<file path="config.mk">
export PLATFORM = sky130hd
export DESIGN_NAME = can_link_health_monitor_core
export DESIGN_NICKNAME = d
export VERILOG_FILES = /design/src/rtl/clhm_pkg.sv /design/src/rtl/can_link_health_monitor_core.sv /design/src/rtl/clhm_in_stage.sv /design/src/rtl/clhm_engine.sv
export SDC_FILE = /design/constraint.sdc
export NUM_CORES = 1
export LEC_CHECK = 0
export ABC_AREA = 1
export BUFFER_PORTS_ARGS = -buffer_cell sky130_fd_sc_hd__clkbuf_2
export CAP_MARGIN = 20
export CORE_AREA = 8 8 107 109
export DETAILED_ROUTE_END_ITERATION = 16
export DIE_AREA = 0 0 115 117
export PLACE_DENSITY = 0.5
export SLEW_MARGIN = 0
export SYNTH_ARGS = -nofsm -noshare
export SYNTH_HDL_FRONTEND = slang
export SYNTH_SLANG_ARGS = --single-unit
</file>
<file path="constraint.sdc">
create_clock -name clk -period 2.4 [get_ports clk]
set_clock_uncertainty 0.1 [all_clocks]
set_input_delay 0.12 -clock clk [delete_from_list [all_inputs] [get_ports clk]]
set_output_delay 0.12 -clock clk [all_outputs]
set_load 0.02 [all_outputs]
</file>
<file path="src/rtl/clhm_pkg.sv">
// CAN link health monitor: shared types and constants.
// Event and result transaction structs, code enums, register reset values.
// No dependencies.
`timescale 1ns / 1ps

package clhm_pkg;

  typedef enum logic [1:0] {
    ACT_TX_DONE      = 2'd0,
    ACT_BUS_ERROR    = 2'd1,
    ACT_STATE_CHANGE = 2'd2,
    ACT_CHECK        = 2'd3
  } action_t;

  typedef enum logic [1:0] {
    CTRL_ACTIVE  = 2'd0,
    CTRL_WARNING = 2'd1,
    CTRL_PASSIVE = 2'd2,
    CTRL_BUSOFF  = 2'd3
  } ctrl_state_t;

  typedef enum logic [1:0] {
    LINK_DOWN   = 2'd0,
    LINK_UP     = 2'd1,
    LINK_BUSOFF = 2'd2
  } link_t;

  typedef enum logic [1:0] {
    CHG_NONE         = 2'd0,
    CHG_CONNECTED    = 2'd1,
    CHG_DISCONNECTED = 2'd2
  } change_t;

  typedef enum logic {
    REG_PINGS_TO_CONNECT = 1'b0,
    REG_ERROR_LIMIT      = 1'b1
  } reg_index_t;

  localparam int unsigned PING_W = 4;
  localparam int unsigned ERR_W  = 8;
  localparam int unsigned CFG_W  = 8;

  localparam logic [PING_W-1:0] PINGS_RESET = 4'd3;
  localparam logic [ERR_W-1:0]  LIMIT_RESET = 8'd3;
  localparam logic [PING_W-1:0] PING_MAX    = 4'hF;
  localparam logic [ERR_W-1:0]  ERR_MAX     = 8'hFF;

  typedef struct packed {
    action_t     action;
    logic        tx_success;
    logic        stuff_error;
    logic        ack_error;
    ctrl_state_t new_controller_state;
  } in_item_t;

  typedef struct packed {
    link_t   link_state;
    change_t connection_change;
    logic    send_ping;
    logic    request_recovery;
    logic    wake_check;
  } out_item_t;

endpackage

</file>
<file path="src/rtl/can_link_health_monitor_core.sv">
// CAN link health monitor, top level.
// Config registers, input stage, engine and result register.
// Uses clhm_pkg, clhm_in_stage, clhm_engine.
//
//  channel | signals                              | direction
//  --------+--------------------------------------+----------
//  event   | in_valid, in_ready, in_data          | in
//  result  | out_valid, out_ready, out_data       | out
//  config  | cfg_we, cfg_index, cfg_wdata         | in
//
// One result per event; an event enters every cycle when the result side
// keeps up. An event passes the input register, then the result register.
// State update and result come from one pass of short logic in the engine.
// Reset (synchronous) empties both stages, restores register defaults.
// A stalled result holds the input stage, which then drops in_ready.
`timescale 1ns / 1ps

module can_link_health_monitor_core (
  input  logic                        clk,
  input  logic                        rst,
  input  logic                        in_valid,
  output logic                        in_ready,
  input  clhm_pkg::in_item_t          in_data,
  output logic                        out_valid,
  input  logic                        out_ready,
  output clhm_pkg::out_item_t         out_data,
  input  logic                        cfg_we,
  input  clhm_pkg::reg_index_t        cfg_index,
  input  logic [clhm_pkg::CFG_W-1:0]  cfg_wdata
);
  import clhm_pkg::*;

  logic              hold_valid;
  in_item_t          hold_data;
  logic              advance;
  out_item_t         res;
  logic [PING_W-1:0] pings_to_connect;
  logic [ERR_W-1:0]  error_limit;

  always_ff @(posedge clk) begin
    if (rst) begin
      pings_to_connect <= PINGS_RESET;
      error_limit      <= LIMIT_RESET;
    end else if (cfg_we) begin
      unique case (cfg_index)
        REG_PINGS_TO_CONNECT: pings_to_connect <= cfg_wdata[PING_W-1:0];
        REG_ERROR_LIMIT:      error_limit      <= cfg_wdata[ERR_W-1:0];
        default: ;
      endcase
    end
  end

  assign advance = hold_valid && (!out_valid || out_ready);

  clhm_in_stage u_in_stage (
    .clk        (clk),
    .rst        (rst),
    .in_valid   (in_valid),
    .in_ready   (in_ready),
    .in_data    (in_data),
    .advance    (advance),
    .hold_valid (hold_valid),
    .hold_data  (hold_data)
  );

  clhm_engine u_engine (
    .clk              (clk),
    .rst              (rst),
    .fire             (advance),
    .ev               (hold_data),
    .pings_to_connect (pings_to_connect),
    .error_limit      (error_limit),
    .res              (res)
  );

  always_ff @(posedge clk) begin
    if (rst) begin
      out_valid <= 1'b0;
    end else if (advance) begin
      out_valid <= 1'b1;
    end else if (out_ready) begin
      out_valid <= 1'b0;
    end
  end

  always_ff @(posedge clk) begin
    if (advance) begin
      out_data <= res;
    end
  end

endmodule

</file>
<file path="src/rtl/clhm_in_stage.sv">
// Input register stage of the CAN link health monitor.
// Holds one event transaction until the engine consumes it. Uses clhm_pkg.
`timescale 1ns / 1ps

module clhm_in_stage (
  input  logic              clk,
  input  logic              rst,
  input  logic              in_valid,
  output logic              in_ready,
  input  clhm_pkg::in_item_t in_data,
  input  logic              advance,
  output logic              hold_valid,
  output clhm_pkg::in_item_t hold_data
);
  import clhm_pkg::*;

  // stage frees up in the same cycle its content moves on; closed during reset
  assign in_ready = !rst && (!hold_valid || advance);

  always_ff @(posedge clk) begin
    if (rst) begin
      hold_valid <= 1'b0;
    end else if (in_ready) begin
      hold_valid <= in_valid;
    end
  end

  always_ff @(posedge clk) begin
    if (in_valid && in_ready) begin
      hold_data <= in_data;
    end
  end

endmodule

</file>
<file path="src/rtl/clhm_engine.sv">
// Link state and error/ping counters of the CAN link health monitor.
// State updates once per consumed event; the result is combinational.
// Uses clhm_pkg.
`timescale 1ns / 1ps

module clhm_engine (
  input  logic                              clk,
  input  logic                              rst,
  input  logic                              fire,
  input  clhm_pkg::in_item_t                ev,
  input  logic [clhm_pkg::PING_W-1:0]       pings_to_connect,
  input  logic [clhm_pkg::ERR_W-1:0]        error_limit,
  output clhm_pkg::out_item_t               res
);
  import clhm_pkg::*;

  link_t             link_now, link_now_next;
  link_t             link_before, link_before_next;
  logic [ERR_W-1:0]  stuff_error_run, stuff_error_run_next;
  logic [ERR_W-1:0]  ack_error_run, ack_error_run_next;
  logic [PING_W-1:0] good_ping_run, good_ping_run_next;

  always_ff @(posedge clk) begin
    if (rst) begin
      link_now        <= LINK_DOWN;
      link_before     <= LINK_DOWN;
      stuff_error_run <= '0;
      ack_error_run   <= '0;
      good_ping_run   <= '0;
    end else if (fire) begin
      link_now        <= link_now_next;
      link_before     <= link_before_next;
      stuff_error_run <= stuff_error_run_next;
      ack_error_run   <= ack_error_run_next;
      good_ping_run   <= good_ping_run_next;
    end
  end

  always_comb begin
    logic [PING_W-1:0] ping_inc;
    link_now_next        = link_now;
    link_before_next     = link_before;
    stuff_error_run_next = stuff_error_run;
    ack_error_run_next   = ack_error_run;
    good_ping_run_next   = good_ping_run;
    ping_inc             = (good_ping_run != PING_MAX) ? good_ping_run + 1'b1 : PING_MAX;
    res                  = '0;
    res.connection_change = CHG_NONE;

    unique case (ev.action)
      ACT_TX_DONE: begin
        if (ev.tx_success) begin
          stuff_error_run_next = '0;
          ack_error_run_next   = '0;
          res.wake_check       = (link_now != LINK_UP);
        end
      end
      ACT_BUS_ERROR: begin
        if (ev.stuff_error && stuff_error_run != ERR_MAX) begin
          stuff_error_run_next = stuff_error_run + 1'b1;
        end
        if (ev.ack_error && ack_error_run != ERR_MAX) begin
          ack_error_run_next = ack_error_run + 1'b1;
        end
        res.wake_check = (ev.stuff_error || ev.ack_error) && (link_now == LINK_UP);
      end
      ACT_STATE_CHANGE: begin
        unique case (ev.new_controller_state)
          CTRL_ACTIVE: begin
            link_now_next  = LINK_DOWN;
            res.wake_check = 1'b1;
          end
          CTRL_BUSOFF: begin
            link_now_next  = LINK_BUSOFF;
            res.wake_check = 1'b1;
          end
          default: ;
        endcase
      end
      ACT_CHECK: begin
        unique case (link_now)
          LINK_DOWN: begin
            if (ack_error_run == '0 && stuff_error_run == '0) begin
              good_ping_run_next = ping_inc;
              if (ping_inc >= pings_to_connect) begin
                link_now_next         = LINK_UP;
                res.connection_change = CHG_CONNECTED;
                good_ping_run_next    = '0;
              end
            end else begin
              good_ping_run_next = '0;
            end
          end
          LINK_UP: begin
            if (ack_error_run > error_limit || stuff_error_run > error_limit) begin
              link_now_next         = LINK_DOWN;
              res.connection_change = CHG_DISCONNECTED;
            end
          end
          default: begin
            // bus off: report the drop once if the last check saw the link up
            if (link_before == LINK_UP) begin
              res.connection_change = CHG_DISCONNECTED;
            end
            res.request_recovery = 1'b1;
          end
        endcase
        res.send_ping    = (link_now_next == LINK_DOWN);
        link_before_next = link_now_next;
      end
      default: ;
    endcase
    res.link_state = link_now_next;
  end

  a_hold_when_idle: assert property (@(posedge clk) disable iff (rst)
    !fire |=> $stable({link_now, link_before, stuff_error_run, ack_error_run, good_ping_run}))
    else $error("engine state changed without an event");

  a_tx_clears: assert property (@(posedge clk) disable iff (rst)
    fire && ev.action == ACT_TX_DONE && ev.tx_success
    |=> stuff_error_run == '0 && ack_error_run == '0)
    else $error("successful transmit did not clear error runs");

  a_check_tracks: assert property (@(posedge clk) disable iff (rst)
    fire && ev.action == ACT_CHECK |=> link_before == link_now)
    else $error("previous link state not captured on check");

  a_connect_clears_pings: assert property (@(posedge clk) disable iff (rst)
    fire && res.connection_change == CHG_CONNECTED
    |=> link_now == LINK_UP && good_ping_run == '0)
    else $error("connect without clearing ping run");

endmodule

</file>
## Yosys cells after proc, flatten, opt, wreduce, memory -nomap -nowiden

Cells that the tools add are included.

| cells by class | value |
|---|---|
| add/sub/neg operators | 3 |
| $mul | 0 |
| divide/modulo/power cells | 0 |
| $lt $le $gt $ge | 3 |
| eq/ne operators | 13 |
| shift operators | 0 |
| muxes and demuxes | 26 |
| bitwise gates (word level) | 1 |
| reduce and logical (&&, ||, !) cells | 30 |

Operators by type and width:

| operator | count |
|---|---|
| 8-bit case mux with 2 select lines | 2 |
| 8-bit two-way mux | 3 |
| 8-bit by 1-bit adder with 8-bit output, second input constant | 2 |
| 8-bit greater-than comparator | 2 |
| 8-bit logical NOT | 2 |
| 8-bit inequality test, second input constant | 2 |
| 2-bit case mux with 2 select lines | 4 |
| 2-bit two-way mux | 7 |
| 4-bit two-way mux | 3 |
| 2-bit logical NOT | 4 |
| 4-bit AND reduction | 2 |
| 1-bit logical AND | 7 |
| 2-bit by 1-bit equality test with 1-bit output, second input constant | 3 |
| 2-bit equality test, second input constant | 3 |
| 1-bit two-way mux | 6 |
| 2-bit by 1-bit inequality test with 1-bit output, second input constant | 3 |
| 2-bit AND reduction | 3 |
| 4-bit by 1-bit adder with 4-bit output, second input constant | 1 |
| 4-bit greater-or-equal comparator | 1 |
| 1-bit logical OR | 4 |
| 4-bit inequality test, second input constant | 1 |
| 2-bit nonzero test | 2 |
| 2-bit OR reduction | 2 |
| 1-bit logical NOT | 3 |
| 4 further kinds | 4 |

| word-level totals | value |
|---|---|
| bits in registers | 52 |
| bits in latches | 0 |
| memory bits (writable) | 0 |
| ROM bits | 0 |
| output and inout port bits | 9 |
| memories kept | 0 |

## Longest topological paths before layout

Gate-level depths: netlist of the first run.

| logic depth | value |
|---|---|
| depth after elaboration | 8 |
| gate-level depth with buffers | 17 |
| mapped depth without buffers | 17 |

## Cells and area by module

Synthesis of the first run repeated with hierarchy kept, for this count alone.

| unflattened totals | value |
|---|---|
| cells, all modules | 378 |
| area, all modules | 2920.3 um2 |

Modules (own cells, without submodules):

| module | times used | cells an instance | area each (um2) | seq. area each (um2) |
|---|---|---|---|---|
| clhm_engine | 1 | 289 | 1948.1 | 480.5 |
| can_link_health_monitor_core | 1 | 73 | 703.2 | 470.5 |
| clhm_in_stage | 1 | 16 | 269.0 | 230.2 |

## Least setup slack after synthesis of the first run

Ideal clock, no wire load.

| path | value |
|---|---|
| path kind | register to register |
| start point | register u_engine.good_ping_run[0] |
| end point | register out_data[2] (netlist bit) (data pin) |
| arrival | 1.729 ns |
| required time | 2.047 ns |
| setup slack | 0.317 ns |
| stages on the path, launching flop included | 14 |
| path buffers | 0 |
| period minus slack after synthesis | 2.083 ns |
| path through | dfxtp_1 -> ha_1 -> nand2_1 -> inv_1 -> nor3_1 -> a21oi_1 -> ha_1 -> nand2_1 -> o21ai_1 -> nand3_1 -> nand2_1 -> nand2_1 -> nand2_1 -> nor2_1 |

| on the way | value |
|---|---|
| cells in the longest elaborated chain, start to end | 8 |
| elaborated cells between the ends (all ways) | 9 |

Ends and longest elaborated chain:

| element | line | text |
|---|---|---|
| start, declared | clhm_engine.sv:21 | `logic [PING_W-1:0] good_ping_run, good_ping_run_next;` |
| start signal, assigned | clhm_engine.sv:35 | `good_ping_run <= good_ping_run_next;` |
| 4-bit by 1-bit adder with 4-bit output / 4-bit inequality test (equally long branches) | clhm_engine.sv:46 | `ping_inc = (good_ping_run != PING_MAX) ? good_ping_run + 1'b1 : PING_MAX;` |
| 4-bit two-way mux (*) | clhm_engine.sv:46 |  |
| 4-bit greater-or-equal comparator (*) | clhm_engine.sv:85 | `if (ping_inc >= pings_to_connect) begin` |
| 2-bit two-way mux (*) | clhm_engine.sv:85 |  |
| 2-bit two-way mux (*) | clhm_engine.sv:83 | `if (ack_error_run == '0 && stuff_error_run == '0) begin` |
| 2-bit case mux with 2 select lines (*) | clhm_engine.sv:81 | `unique case (link_now)` |
| 2-bit two-way mux (*) | clhm_engine.sv:50 | `unique case (ev.action)` |
| 2-bit logical NOT (*) | clhm_engine.sv:108 | `res.send_ping = (link_now_next == LINK_DOWN);` |
| end signal, assigned | can_link_health_monitor_core.sv:88 | `out_data <= res;` |
| end, declared | can_link_health_monitor_core.sv:26 | `output clhm_pkg::out_item_t out_data,` |

Mark *: on every way between the ends. The rest lies on a longest branch, timed or not. The select of a mux whose other input is x is not followed.
A chain may end at the register's enable or synchronous reset.

## Worst setup path in the final report of the first run

| path | value |
|---|---|
| start point | register u_engine.good_ping_run[0] |
| end point | register u_engine.good_ping_run[1] |

| on the way | value |
|---|---|
| cells in the longest elaborated chain, start to end | 5 |
| elaborated cells between the ends (all ways) | 6 |

Ends and longest elaborated chain:

| element | line |
|---|---|
| 4-bit by 1-bit adder with 4-bit output / 4-bit inequality test (equally long branches) | clhm_engine.sv:46 |
| 4-bit two-way mux (*) | clhm_engine.sv:46 |
| 4-bit greater-or-equal comparator | clhm_engine.sv:85 |
| 4-bit two-way mux (*) | clhm_engine.sv:85 |
| 4-bit two-way mux (*) | clhm_engine.sv:83 |

Mark *: on every way between the ends. The rest lies on a longest branch, timed or not.

==> impl_results.md, run 1 <==
- Mean instance size in the synthesized netlist: between 7 and 8 sq um
- Count of standard-cell rows: 37
- Clock tree root driver cell: sky130_fd_sc_hd__clkbuf_8
- Actual slew at the worst max-slew pin: 532.3 ps
- Arrival time at the worst endpoint: ~2300 ps
- Final max-slew violation count: 0
- Power consumption: roughly 1.7 mW
- Worst r2r src: u_engine.good_ping_run[0]
- Pre-antenna DRT Iters: 4
- Kind of start point of the critical path: flip-flop
- Status: completed
- Core utilization of the finished layout: between 30% and 40%
- Launch point of the worst path: u_engine.good_ping_run[0]
- Count of warnings emitted by yosys: 0
- Clock tree from TritonCTS: yes
- Unrepaired setup endpoints after global routing: no
- Post-synthesis sequential element count: 52
- Ant. Diodes: 0
- Depth of the CTS H-tree: 2
- Register area: ~1200 sq um
- GRT Residual Overflow: 0
- Total clock buffers created by CTS: 5
- Vias after detailed routing: roughly 2,400
- Initial drt markers: roughly 110
- Final hold violation count: 0
- GP Congestion: ~0.77
- Overall routing resource usage: a little over a tenth
- Die area: 13,460 sq um
- DRC violation count after routing: 0
- Final-layout setup total negative slack: 0 ps
- Largest fanout of any net on the critical path: 4
- Synthesized instance count: 367
- Average wire per cell in the routed design: roughly 12 microns
- IO Pins: 30
- Number of maximum-capacitance constraint violations: 0
- Worst hold-check path type: in2reg
- Setup crit end kind: flip-flop
- Initial Util: just under 30%
- Post-synthesis cell type count: 31
- Count of nets left with antenna violations after detail routing: 0
- Floorplan core area: approximately 9900 sq um
- Vias in the first global route: around 2,400
- Worst hold slack after final layout: about 2.3 ps
- Total power per unit cell area: about 500 nW/um^2
- Horizontal die dimension: roughly 120 microns
- Min Clock Period, post-route: between 2000 and 2500 ps
- Detail Placement HPWL: 5230 microns
- Clock tree buffer depth: 2
- Largest net degree at the start of global routing: 19
- Share of cells above drive strength 1: about a fifth
- Synthesized netlist net count: around 410
- Multi-input logic area: around 1500 sq um
- Register area share after synthesis: between 40% and 50%
- Required time reported for the critical path endpoint: roughly 2600 ps
- Achievable Freq: about 460 MHz
- Global-route wire length before repair: 11,390 microns
- Leakage power total: between 1.5 and 2 nW
- Worst Path Class, Setup: reg2reg
- Port Buffers: 29
- Area growth from synthesis to layout: 20.72%
- Rel. slew slack: between 60% and 70%
- Worst-skew pair later-pin latency: 320 ps
- Setup violations, final: 0
- Vert. Die Dim: 117 microns
- Portion of the clock cycle consumed by the worst path in the final layout: between 90% and 100%
- Clock-pin transition on the worst setup and hold timing paths: 110 ps
- Largest vdd supply drop: approximately 0.26 mV
- Via/cell ratio: 4.366
- Routed WL: ~6700 microns
- Sinks on Clock Net: 52
- Setup slack, reg-to-reg: roughly 210 ps
- Layout Nets: 467
- Initial antenna violation count: 0
- Synthesized area: just under 3000 sq um
- Number of fill cells in the layout: 1,084
- Hold wc startpoint: cfg_wdata[6]
## power by group
part,switching [mW],internal [mW],total (mW)
Combinational,0.132,0.0838,0.216
Clock,0.333,0.215,0.548
Sequential,0.0139,0.934,0.947
Total,0.479,1.23,1.71
## state kept, by name (all words and copies together), names as in the netlist
| name | flops |
|---|---|
| error_limit | 8 |
| u_engine.ack_error_run | 8 |
| u_engine.stuff_error_run | 8 |
| out_data | 7 |
| u_in_stage.hold_data | 7 |
| pings_to_connect | 4 |
| u_engine.good_ping_run | 4 |
| u_engine.link_before | 2 |
| u_engine.link_now | 2 |
| out_valid | 1 |
| u_in_stage.hold_valid | 1 |
## cell usage in the layout (no fill, tap or decap), types with 9 or more instances in the layout
cell type,count
sky130_fd_sc_hd__nand3_1,17
sky130_fd_sc_hd__nand2_1,69
sky130_fd_sc_hd__edfxtp_1,14
sky130_fd_sc_hd__o21ai_0,13
sky130_fd_sc_hd__clkbuf_2,29
sky130_fd_sc_hd__inv_2,9
sky130_fd_sc_hd__nor2_1,32
sky130_fd_sc_hd__inv_1,49
sky130_fd_sc_hd__a21oi_1,38
sky130_fd_sc_hd__dlygate4sd3_1,15
sky130_fd_sc_hd__ha_1,26
sky130_fd_sc_hd__dfxtp_1,36
## synth_stat cells
library cell / n / area share, %
sky130_fd_sc_hd__o21ai_2: 1 / 0.30
sky130_fd_sc_hd__clkbuf_1: 4 / 0.52
sky130_fd_sc_hd__xor2_1: 1 / 0.30
sky130_fd_sc_hd__a21oi_1: 38 / 6.6
sky130_fd_sc_hd__a21o_1: 2 / 0.52
sky130_fd_sc_hd__nor2_4: 1 / 0.39
sky130_fd_sc_hd__inv_1: 50 / 6.5
sky130_fd_sc_hd__nor3_2: 3 / 1.0
sky130_fd_sc_hd__nand3_1: 17 / 3.0
sky130_fd_sc_hd__nor3b_1: 1 / 0.26
sky130_fd_sc_hd__o21ai_1: 5 / 0.87
sky130_fd_sc_hd__o211ai_1: 3 / 0.78
sky130_fd_sc_hd__nor2_1: 32 / 4.2
sky130_fd_sc_hd__clkinv_2: 1 / 0.17
sky130_fd_sc_hd__nand3_2: 3 / 1.0
sky130_fd_sc_hd__ha_1: 26 / 11
sky130_fd_sc_hd__edfxtp_1: 14 / 15
sky130_fd_sc_hd__dfxtp_1: 38 / 26
sky130_fd_sc_hd__inv_2: 8 / 1.0
sky130_fd_sc_hd__a21oi_2: 3 / 0.91
sky130_fd_sc_hd__nor2_2: 6 / 1.3
sky130_fd_sc_hd__nand2_4: 4 / 1.6
sky130_fd_sc_hd__o21ai_0: 13 / 2.3
sky130_fd_sc_hd__nand2_2: 5 / 1.1
sky130_fd_sc_hd__nand4_1: 5 / 1.1
sky130_fd_sc_hd__nor4_1: 1 / 0.22
sky130_fd_sc_hd__o21a_1: 3 / 0.78
sky130_fd_sc_hd__nor3_1: 6 / 1.0
sky130_fd_sc_hd__o221ai_1: 1 / 0.30
sky130_fd_sc_hd__nand2_1: 70 / 9.1
sky130_fd_sc_hd__a211oi_1: 2 / 0.52
## worst max-delay path, stage by stage, from the launching register on
cell and delay, ps:
sky130_fd_sc_hd__dfxtp_2 350, sky130_fd_sc_hd__ha_1 200, sky130_fd_sc_hd__nand2_1 90, sky130_fd_sc_hd__inv_2 50, sky130_fd_sc_hd__nor3_1 160, sky130_fd_sc_hd__a21oi_1 80, sky130_fd_sc_hd__ha_1 290, sky130_fd_sc_hd__a21oi_1 170
sky130_fd_sc_hd__o21ai_2 100, sky130_fd_sc_hd__nor3_2 270, sky130_fd_sc_hd__nand2_1 110, sky130_fd_sc_hd__a21oi_1 150
## layout make-up
class / count / area share (%)
multi-input cells: 252 / 42.21
flip-flops and latches: 52 / 34.04
repair buffers: 50 / 9.788
inverters: 59 / 6.405
well taps: 136 / 4.894
clock buffers: 5 / 1.979
clock inverters: 3 / 0.6837
## path summary, 6_finish.rpt
kind | end | cells after the start
worst max-delay path | u_engine.good_ping_run[1] | 11
worst min-delay path | error_limit[6] | 3
worst max register to register | u_engine.good_ping_run[1] | 11
worst min register to register | u_engine.ack_error_run[5] | 2
## layer usage
metal	track usage, %	vias up	routed length, microns
li1	-	1313	-
met1	12.96	1088	3137
met2	18.12	24	3205
met3	2.360	7	216
met4	3.853	0	106
met5	0	-	0
## kinds of logic after synthesis
group | count (synthesis) | share of synthesized area, %
AND/OR/NAND/NOR | 154 | 25.28
flip-flops | 52 | 41.01
XOR/XNOR | 1 | 0.3041
adder cells (fa/ha/maj) | 26 | 11.29
buffers and inverters | 63 | 8.253
AO/OA/AOI/OAI | 71 | 13.86
## metrics by stage
stage	worst slack (ps)	cell area, sq um	cells
2_1_floorplan	317.4	2880	367
3_3_place_gp	157.1	3211	532
3_5_place_dp	127.4	3211	532
4_1_cts	109.8	3453	555
5_1_grt	0.7883	3477	557
6_report	212.8	3477	557
## timing repair
| item | CTS | global route |
|---|---|---|
| gates resized for setup | 0 | 5 |
| setup endpoints to repair | 0 | 7 |
| setup buffers | 0 | 2 |
| hold buffers | 15 | 0 |
| hold endpoints to repair | 16 | 0 |
(Power assumes the default switching activity.)
==> run 2, diff against run 1 <==
--- a/config.mk
+++ b/config.mk
@@ -5,13 +5,12 @@
 export SDC_FILE = /design/constraint.sdc
 export NUM_CORES = 1
 export LEC_CHECK = 0
-export ABC_AREA = 1
 export BUFFER_PORTS_ARGS = -buffer_cell sky130_fd_sc_hd__clkbuf_2
 export CAP_MARGIN = 20
-export CORE_AREA = 8 8 107 109
+export CORE_AREA = 8 8 106 108
 export DETAILED_ROUTE_END_ITERATION = 16
-export DIE_AREA = 0 0 115 117
-export PLACE_DENSITY = 0.5
+export DIE_AREA = 0 0 114 116
+export PLACE_DENSITY = 0.49
 export SLEW_MARGIN = 0
 export SYNTH_ARGS = -nofsm -noshare
 export SYNTH_HDL_FRONTEND = slang
==> impl_results.md, run 2 <==
- Count of warnings emitted by yosys: 0 (unchanged)
- Synthesized area: 2771 sq um (was 2880 sq um)
- Dominant delay contributor by cell family on the critical path: compound AO/OA/AOI/OAI gates (was simple AND/OR/NAND/NOR gates)
- Count of standard-cell rows: 36 (was 37)
- Clock-pin transition on the worst setup and hold timing paths: 100 ps (was 110 ps)
- Flop pwr share: 50.8% (was 55.4%)
- Ant. Diodes: 0 (unchanged)
- Routed WL: 6797 microns (was 6666 microns)
- Biggest cell delay along the critical path: 370 ps (was 350 ps)
- Initial Util: 29.02% (was 29.07%)
- Largest fanout of any net on the critical path: 3 (was 4)
- Layout Nets: 412 (was 467)
- Commonest cells after routing, fill and taps aside: 38 x sky130_fd_sc_hd__nand2_1, 35 x sky130_fd_sc_hd__dfxtp_1, 32 x sky130_fd_sc_hd__nor2_1, 29 x sky130_fd_sc_hd__clkbuf_2, 27 x sky130_fd_sc_hd__a21oi_1 (was 69 x sky130_fd_sc_hd__nand2_1, 49 x sky130_fd_sc_hd__inv_1, 38 x sky130_fd_sc_hd__a21oi_1, 36 x sky130_fd_sc_hd__dfxtp_1, 32 x sky130_fd_sc_hd__nor2_1)
- Worst-skew pair later-pin latency: 310 ps (was 320 ps)
- Clock tree buffer depth: 2 (unchanged)
- Die area: 13,220 sq um (was 13,460 sq um)
- Synth top area cells: sky130_fd_sc_hd__dfxtp_1 27%, sky130_fd_sc_hd__edfxtp_1 15%, sky130_fd_sc_hd__ha_1 12% (was sky130_fd_sc_hd__dfxtp_1 26%, sky130_fd_sc_hd__edfxtp_1 15%, sky130_fd_sc_hd__ha_1 11%)
- Highest-delay cell along the critical path: sky130_fd_sc_hd__dfxtp_4 (was sky130_fd_sc_hd__dfxtp_2)
- Launch point of the worst path: u_engine.good_ping_run[1] (was u_engine.good_ping_run[0])
- Mean instance size in the synthesized netlist: 8.883 sq um (was 7.848 sq um)
- Clock tree from TritonCTS: yes (unchanged)
- Multi-input logic area: 1525 sq um (was 1468 sq um)
- Register area share after synthesis: 42.62% (was 41.01%)
- Required time reported for the critical path endpoint: 2500 ps (was 2550 ps)
- Registers with the highest flip-flop counts: error_limit (8), u_engine.ack_error_run (8), u_engine.stuff_error_run (8) (unchanged)
- Post-synthesis cell type count: 48 (was 31)
- Actual slew at the worst max-slew pin: 432.7 ps (was 532.3 ps)
- Achievable Freq: 445.9 MHz (was 457.2 MHz)
- Final max-slew violation count: 0 (unchanged)
- Arrival time at the worst endpoint: 2340 ps (about the same)
- Switch Pwr: 0.4241 mW (was 0.4790 mW)
- Detail Placement HPWL: 5050 microns (was 5230 microns)
- Min Clock Period, post-route: 2243 ps (was 2187 ps)
- Vias in the first global route: 2,408 (was 2,394)
- Vert. Die Dim: 116 microns (was 117 microns)
- Synthesized netlist net count: 359 (was 414)
- Setup violations, final: 0 (unchanged)
- Horizontal die dimension: 114 microns (was 115 microns)
- Depth of the CTS H-tree: 2 (unchanged)
- Post-synth top area cell: sky130_fd_sc_hd__dfxtp_1 (unchanged)
- Largest vdd supply drop: 0.2417 mV (was 0.2615 mV)
- Average wire per cell in the routed design: 13.62 microns (was 11.97 microns)
- Area growth from synthesis to layout: 25.46% (was 20.72%)
- Unrepaired setup endpoints after global routing: no (unchanged)
- Total clock buffers created by CTS: 5 (unchanged)
- Cell internal pwr: 1.425 mW (was 1.232 mW)
- IO Pins: 30 (unchanged)
- Ys flop type: sky130_fd_sc_hd__dfxtp_1 (unchanged)
- DRC violation count after routing: 0 (unchanged)
- Switching share of total power: 22.94% (was 27.99%)
- Worst Path Class, Setup: reg2reg (unchanged)
- Hold wc startpoint: cfg_index (was cfg_wdata[6])
- Leakage power total: 1.377 nW (was 1.589 nW)
- Number of maximum-capacitance constraint violations: 0 (unchanged)
- Vias after detailed routing: 2,358 (was 2,432)
- Synthesized instance count: 312 (was 367)
- Sum of buffers and inverters on the critical path: 1 (unchanged)
- Largest net degree at the start of global routing: 23 (was 19)
- Portion of the clock cycle consumed by the worst path in the final layout: 93.44% (was 91.13%)
- Sinks on Clock Net: 52 (unchanged)
- Port Buffers: 29 (unchanged)
- Initial antenna violation count: 0 (unchanged)
- Worst hold-check path type: in2reg (unchanged)
- Pre-CTS setup slack: 23.82 ps (was 127.4 ps)
- Register area: 1190 sq um (was 1184 sq um)
- EDFF count, synth: 14 (unchanged)
- Clk network pwr share: 39.3% (was 32.0%)
- Share of the synthesized area in the top cell type: 27.45% (was 26.41%)
- Clock tree root driver cell: sky130_fd_sc_hd__clkbuf_8 (unchanged)
- GRT Residual Overflow: 0 (unchanged)
- Leading cell type in the layout, fill and taps excluded: sky130_fd_sc_hd__nand2_1 (unchanged)
- Count of nets left with antenna violations after detail routing: 0 (unchanged)
- Initial drt markers: 76 (was 114)
- Worst-case setup margin in the final layout: 157.4 ps (was 212.8 ps)
- Combinational group share of total power: 9.9% (was 12.6%)
- Share of cells above drive strength 1: 18.58% (was 19.71%)
- Pre-antenna DRT Iters: 4 (unchanged)
- Final-layout setup total negative slack: 0 ps (unchanged)
- Commonest cells in the netlist: 38 x sky130_fd_sc_hd__dfxtp_1, 38 x sky130_fd_sc_hd__nand2_1, 33 x sky130_fd_sc_hd__nor2_1 (was 70 x sky130_fd_sc_hd__nand2_1, 50 x sky130_fd_sc_hd__inv_1, 38 x sky130_fd_sc_hd__a21oi_1, 38 x sky130_fd_sc_hd__dfxtp_1, 32 x sky130_fd_sc_hd__nor2_1)
- Overall routing resource usage: 10.94% (was 10.65%)
- Floorplan core area: 9549 sq um (was 9907 sq um)
- CP Cell Sequence: ha_4 > nand2b_1 > ha_1 > o21ai_1 > a211o_1 > nor3_2 > buf_4 > nor2_1 > o41ai_1 (was ha_1 > nand2_1 > inv_2 > nor3_1 > a21oi_1 > ha_1 > a21oi_1 > o21ai_2 > nor3_2 > nand2_1 > a21oi_1)
- Total power per unit cell area: 531.8 nW/um^2 (was 492.1 nW/um^2)
- Post-synthesis sequential element count: 52 (unchanged)
- Rel. slew slack: 71.16% (was 64.38%)
- Kind of start point of the critical path: flip-flop (unchanged)
- GP Congestion: 0.7317 (was 0.7721)
- Fraction of registers with async set or reset after synthesis: 0% (unchanged)
- Setup crit end kind: flip-flop (unchanged)
- Final hold violation count: 0 (unchanged)
- Via/cell ratio: 4.725 (was 4.366)
- Status: completed (unchanged)
- Global-route wire length before repair: 11,560 microns (was 11,390 microns)
- Worst r2r src: u_engine.good_ping_run[1] (was u_engine.good_ping_run[0])
- Number of fill cells in the layout: 1,042 (was 1,084)
==> run 2: kinds of logic (layout without fill, tap and decap cells) <==
family                   Yosys count  after routing  synth area share, %
AND/OR/NAND/NOR                  136            136                24.92
XOR/XNOR                          10             10                3.160
buffers and inverters             30             84                4.379
multiplexers                       3              3                1.174
adder cells (fa/ha/maj)           26             26                11.74
flip-flops                        52             52                42.62
AO/OA/AOI/OAI                     55             55                12.01
==> run 2: worst paths after layout <==
path                        endpoint  slack [ps]  cells past startpoint
max          u_engine.link_before[0]         160                      9
min              pings_to_connect[2]          80                      4
max reg2reg  u_engine.link_before[0]         160                      9
min reg2reg           error_limit[2]         360                      2
==> run 2: power groups by stage <==
stage / Combinational (mW) / Sequential (mW) / Clock [mW]
finish: 0.183 / 0.939 / 0.727
global route: 0.206 / 0.943 / 0.787
CTS: 0.183 / 0.942 / 0.754
detailed placement: 0.160 / 0.962 / 0
global placement: 0.157 / 0.961 / 0
floorplan: 0.0929 / 0.963 / 0
==> run 2: per-stage QoR <==
step           std cells  power [mW]  instance area [sq um]  utilization, %  hold slack, ps
3_5_place_dp         472       1.121                   3089           32.35           200.6
6_report             499       1.849                   3477           36.41           76.28
3_3_place_gp         472       1.118                   3089           32.35           200.6
2_1_floorplan        312       1.056                   2771               -           118.9
4_1_cts              497       1.878                   3402           35.63           71.45
5_1_grt              499       1.936                   3477           36.41           84.60
==> run 2: area by class of cell <==
cell class                      instances  share of cell area (%)
Multi-Input combinational cell        230                   43.86
Timing Repair Buffer                   54                   10.80
Sequential cell                        52                   34.22
Clock buffer                            5                   1.979
Inverter                               22                   2.375
Clock inverter                          3                   1.979
Tap cell                              133                   4.786
==> run 2: timing repair <==
item                                    4_1_cts  5_1_grt
gates resized for setup                       1       17
endpoints found under the hold margin        21        0
endpoints found under the setup margin        1        9
hold buffers                                 17        0
setup buffers                                 0        2
pin swaps                                     0        5
==> run 2: worst reg2reg max path, stage by stage (launching register included) <==
cell and delay [ps]:
sky130_fd_sc_hd__dfxtp_4 370, sky130_fd_sc_hd__ha_4 220, sky130_fd_sc_hd__nand2b_1 160, sky130_fd_sc_hd__ha_1 270, sky130_fd_sc_hd__o21ai_1 60, sky130_fd_sc_hd__a211o_1 320, sky130_fd_sc_hd__nor3_2 150, sky130_fd_sc_hd__buf_4 140
sky130_fd_sc_hd__nor2_1 30, sky130_fd_sc_hd__o41ai_1 310
==> run 2: metal layers <==
layer / GRT usage (%) / up-vias / part of all wire, %
li1: - / 1212 / -
met1: 13.30 / 1115 / 47
met2: 18.69 / 26 / 49
met3: 2.553 / 5 / 2.5
met4: 3.461 / 0 / 1.1
met5: 0 / - / 0
